### config.mk
export PLATFORM = sky130hd
export DESIGN_NAME = bmr_ctrl
export DESIGN_NICKNAME = d
export VERILOG_FILES = /design/src/hdl/bmr_pkg.sv /design/src/hdl/bmr_ctrl.sv
export SDC_FILE = /design/constraint.sdc
export NUM_CORES = 1
export LEC_CHECK = 0
export BUFFER_PORTS_ARGS = -buffer_cell sky130_fd_sc_hd__buf_4
export CORE_AREA = 10 10 47 49
export DETAILED_ROUTE_END_ITERATION = 7
export DIE_AREA = 0 0 57 59
export MAX_ROUTING_LAYER = met4
export PLACE_DENSITY = 0.41
export SYNTH_ARGS = -nofsm -noshare
export SYNTH_HDL_FRONTEND = slang
export SYNTH_SLANG_ARGS = --single-unit
### constraint.sdc
create_clock -name clk -period 2.5 [get_ports clk]
set_input_delay 0.375 -clock clk [delete_from_list [all_inputs] [get_ports clk]]
set_output_delay 0.375 -clock clk [all_outputs]
set_load 0.01 [all_outputs]
### src/hdl/bmr_pkg.sv
// ----------------------------------------------------------------------------
// bmr_pkg
// Shared types and constants of the bit matrix row engine.
// ----------------------------------------------------------------------------
package bmr_pkg;

	// fixed field widths
	localparam int OPCODE_W = 3;
	localparam int ROW_W    = 8;
	localparam int COL_W    = 8;
	localparam int CFG_W    = 9;
	localparam int CFG_IDX_W = 1;

	// default sizes
	localparam int MAX_ROWS_DEF      = 256;
	localparam int MAX_COLUMNS_DEF   = 256;
	localparam int WORD_BITS_DEF     = 64;
	localparam int WORDS_PER_ROW_DEF = 4;

	typedef enum logic [OPCODE_W-1:0] {
		OP_GET_BIT    = 3'd0,
		OP_SET_BIT    = 3'd1,
		OP_COPY_ROW   = 3'd2,
		OP_AND_ROW    = 3'd3,
		OP_OR_ROW     = 3'd4,
		OP_TEST_ONES  = 3'd5,
		OP_TEST_ZEROS = 3'd6
	} op_t;

	typedef enum logic [CFG_IDX_W-1:0] {
		REG_ACTIVE_COLUMNS = 1'd0,
		REG_ACTIVE_ROWS    = 1'd1
	} reg_idx_t;

	typedef enum logic [2:0] {
		ST_CLEAR,
		ST_IDLE,
		ST_READ,
		ST_APPLY,
		ST_DONE
	} state_t;

	// controller to datapath
	typedef struct packed {
		logic clear;  // write zero at sweep address, advance sweep
		logic load;   // latch item, check ranges, restart word loop
		logic rd;     // read current word of source and target rows
		logic apply;  // use read data, write back, read next word
		logic post;   // move result into output register
	} ctl_cmd_t;

	// datapath to controller
	typedef struct packed {
		logic clr_last;
		logic word_last;
	} ctl_sts_t;

endpackage

### src/hdl/bmr_ctrl.sv
// ----------------------------------------------------------------------------
// bmr_ctrl
// Sequencer: clearing sweep, word loop per item and the output handshake.
// ----------------------------------------------------------------------------
module bmr_ctrl (
	input  logic              clk,
	input  logic              arst_n,
	input  logic              req_valid,
	output logic              req_ready,
	output logic              rsp_valid,
	input  logic              rsp_ready,
	output bmr_pkg::ctl_cmd_t cmd,
	input  bmr_pkg::ctl_sts_t sts
);

	bmr_pkg::state_t state_q, state_d;
	logic            out_valid_q;
	logic            post;

	always_ff @(posedge clk or negedge arst_n) begin
		if (!arst_n) begin
			state_q     <= bmr_pkg::ST_CLEAR;
			out_valid_q <= 1'b0;
		end else begin
			state_q <= state_d;
			if (post)
				out_valid_q <= 1'b1;
			else if (rsp_ready)
				out_valid_q <= 1'b0;
		end
	end

	// next state
	always_comb begin
		state_d = state_q;
		case (state_q)
			bmr_pkg::ST_CLEAR: begin
				if (sts.clr_last)
					state_d = bmr_pkg::ST_IDLE;
			end
			bmr_pkg::ST_IDLE: begin
				if (req_valid)
					state_d = bmr_pkg::ST_READ;
			end
			bmr_pkg::ST_READ: begin
				state_d = bmr_pkg::ST_APPLY;
			end
			bmr_pkg::ST_APPLY: begin
				if (sts.word_last)
					state_d = bmr_pkg::ST_DONE;
			end
			bmr_pkg::ST_DONE: begin
				if (!out_valid_q || rsp_ready)
					state_d = bmr_pkg::ST_IDLE;
			end
			default: begin
				state_d = bmr_pkg::ST_IDLE;
			end
		endcase
	end

	// outputs
	always_comb begin
		cmd       = '0;
		req_ready = 1'b0;
		post      = 1'b0;
		case (state_q)
			bmr_pkg::ST_CLEAR: begin
				cmd.clear = 1'b1;
			end
			bmr_pkg::ST_IDLE: begin
				req_ready = 1'b1;
				cmd.load  = req_valid;
			end
			bmr_pkg::ST_READ: begin
				cmd.rd = 1'b1;
			end
			bmr_pkg::ST_APPLY: begin
				cmd.apply = 1'b1;
			end
			bmr_pkg::ST_DONE: begin
				post = !out_valid_q || rsp_ready;
			end
			default: begin
				req_ready = 1'b0;
			end
		endcase
		cmd.post = post;
	end

	assign rsp_valid = out_valid_q;

endmodule

==> reports/results.tsv <==
stage	metric	value	unit
place	place_inst	52	
critical_path	end_kind	output port	
pwr	ir_worst_vdd	343	uV
detailed_routing	drt-wirelength-per-cell	10.2	um
critical_path	worstSetupStartpointType	flip-flop	
clocking	clk_latency	0.23	ns
critical_path	cp_data_required_time	2.12	ns
clocking	htree_levels	1	
die	row_count	14	
die	dieArea	0.00336	mm2
synth	syn_inst	25	
synth	synthTopCellsByCount	dfrtp_1 (4), nand2_1 (4), nor2_1 (3)	
critical_path	critPathTopFamily	simple AND/OR/NAND/NOR gates	
cells_and_area	nNetsFinal	48	
critical_path	worst-path-max-fanout	7	
clocking	cts_sinks	4	
detailed_routing	dr.pass1.iters	2	
clocking	clk_pin_slew	0.04	ns
synth	ys_ff_latch	4	
grt	grtUsageMet3	0.0193	
clocking	numCtsBuffers	3	
synth	syn_avg_cell_area	9.26	um2
synth	async_flop_share	1.00	
grt	antenna_found_initial	0	
cells_and_area	area_growth	58.4	%
place	io_buffer_count	12	
critical_path	worst_path_largest_cell_delay	0.44	ns
hold_path	hold_class	in -> async	
cells_and_area	antennaDiodeCount	0	
timing	drv_slew	0	
die	initial_core_util	0.165	
place	gp_congestion	0.705	
timing	layout_min_cycle_time	1.73	ns
run_status	status	finished clean	
pwr	p_leak	0.183	nW
grt	busiest_layer	met2	
detailed_routing	vias	214	
timing	fin_tns_setup	0	ns
grt	grt_remaining_overflow	0	
die	io_pins	13	
synth	syn_nets	31	
critical_path	cp_num_buf_inv	1	
clocking	root_buffer	clkbuf_4	
critical_path	cpMaxStageDelayCell	or3b_4	
die	die_y	59	um
die	core-area	0.00140	mm2
run	max-cap-violations	0	
synth	synth.distinct_cells	16	
synth	yosysTopAreaCellShare	0.432	
synth	seq_area_frac_synth	0.432	
timing	finalClockSkew	0.000645	ns
critical_path	worstPathCellList	or3b_4 > nor2b_1 > buf_4	
critical_path	crit_type	reg -> out	
critical_path	regToRegSetupSlack	1.28	ns
timing	setup_violations	0	
synth	synth_top_area_cell	dfrtp_1	
clocking	cts_tree	yes	
synth	ys.warnings.count	0	
synth	synthesis.area	231	um2
timing	post-route-period-util	0.693	
grt	met2_usage	0.0667	
timing	tightestPinTransition	0.213	ns
pwr	power_density	1070	mW/mm2
clocking	cts_buffer_depth	2	
synth	ys_top_cells_by_area	dfrtp_1 (43%), o22ai_4 (8.6%), nand2_1 (6.5%)	
place	dp_hpwl	489	um
timing	hold_viol_final	0	
grt	grt_use_met1	0.0344	
synth	synth_edf_count	0	
synth	synth_ff_type	dfrtp_1	
grt	grt_pass1_vias	247	
die	die_w	57	um
critical_path	crit_arrival	1.36	ns
timing	slew_headroom	0.856	
grt	gr-usage-all-layers	0.0400	
detailed_routing	drc	0	
detailed_routing	drt_iter0_drc	2	
timing	fmax	578	MHz
detailed_routing	ant_nets	0	
grt	grt_pass1_wl	1020	um
detailed_routing	viasPerCell	3.82	
grt	grt_max_degree	9	
cells_and_area	final_layout_size_suffix_gt1_frac	0.475	
timing	rsz0062_at_grt	false	
cells_and_area	finalNonFillerCells	56	
detailed_routing	totalWireLength	570	um
layout make-up:
class,instances,area [um2]
Sequential cell,4,100
Fill cell,166,1030
Timing Repair Buffer,13,100
Tap cell,16,20.0
Clock buffer,3,22.5
Inverter,1,3.75
Multi-Input combinational cell,19,120
flip-flops by register name (all words and copies together) (netlist names):
name and flops:
state_q 3, rsp_valid 1
where the power goes:
| part | switching, mW | total, mW | internal, mW |
|---|---|---|---|
| clock network | 0.0231 | 0.0766 | 0.0535 |
| logic | 0.0930 | 0.194 | 0.101 |
| registers | 0.0351 | 0.123 | 0.0880 |
| total | 0.151 | 0.394 | 0.242 |
final timing paths:
path                                 start    endpoint  cells after the start
worst max-delay path            state_q[1]      cmd[0]                      3
worst min-delay path                arst_n  state_q[2]                      2
worst max register to register  state_q[1]  state_q[0]                      3
worst min register to register  state_q[2]  state_q[1]                      1
max in group asynchronous           arst_n  state_q[0]                      2
min in group clk                    sts[1]  state_q[0]                      3
layer usage:
metal	share of wire	wire, um	vias up
met1	0.38	216	97
met5	0	0	-
met3	0.028	16	0
li1	-	-	114
met2	0.59	337	3
met4	0	0	0
what timing repair did:
item | 4_1_cts | 5_1_grt
hold endpoints to repair | 4 | 0
gates resized for setup | 0 | 0
setup endpoints to repair | 0 | 0
hold buffers | 1 | 0
setup buffers | 0 | 0
stage by stage:
stage | setup slack (ns) | power [mW] | instance area, um2 | hold WS [ns] | util
2_1_floorplan | 1.05 | 0.232 | 231 | 0.0794 | -
3_3_place_gp | 1.02 | 0.326 | 334 | 0.172 | 0.238
3_5_place_dp | 1.00 | 0.323 | 334 | 0.172 | 0.238
4_1_cts | 0.748 | 0.406 | 367 | 0.465 | 0.262
5_1_grt | 0.710 | 0.432 | 367 | 0.484 | 0.262
6_report | 0.768 | 0.394 | 367 | 0.476 | 0.262
logic make-up after synthesis:
group           count (synthesis)  share of synthesized area
buf+inv                         2                     0.0486
simple gates                   15                      0.351
flops                           4                      0.432
compound gates                  4                      0.168
placed cells by master, fill, tap and decap left out:
cell type	count
or2_0	1
dfrtp_1	4
nor3_1	2
nor2b_1	1
dlygate4sd3_1	1
or3b_4	1
nor2_1	3
nand2_1	4
a21oi_2	1
o21ai_0	1
nand2b_2	1
buf_4	12
o22ai_4	1
a21oi_1	1
and3_1	1
clkbuf_4	3
inv_1	1
nand2b_1	1
worst reg2reg max path: stages (launching register included):
cell,delay [ns]
dfrtp_1,0.43
or3b_4,0.44
o22ai_4,0.18
a21oi_2,0.04
No activity file was read; power rests on OpenSTA's default activity.
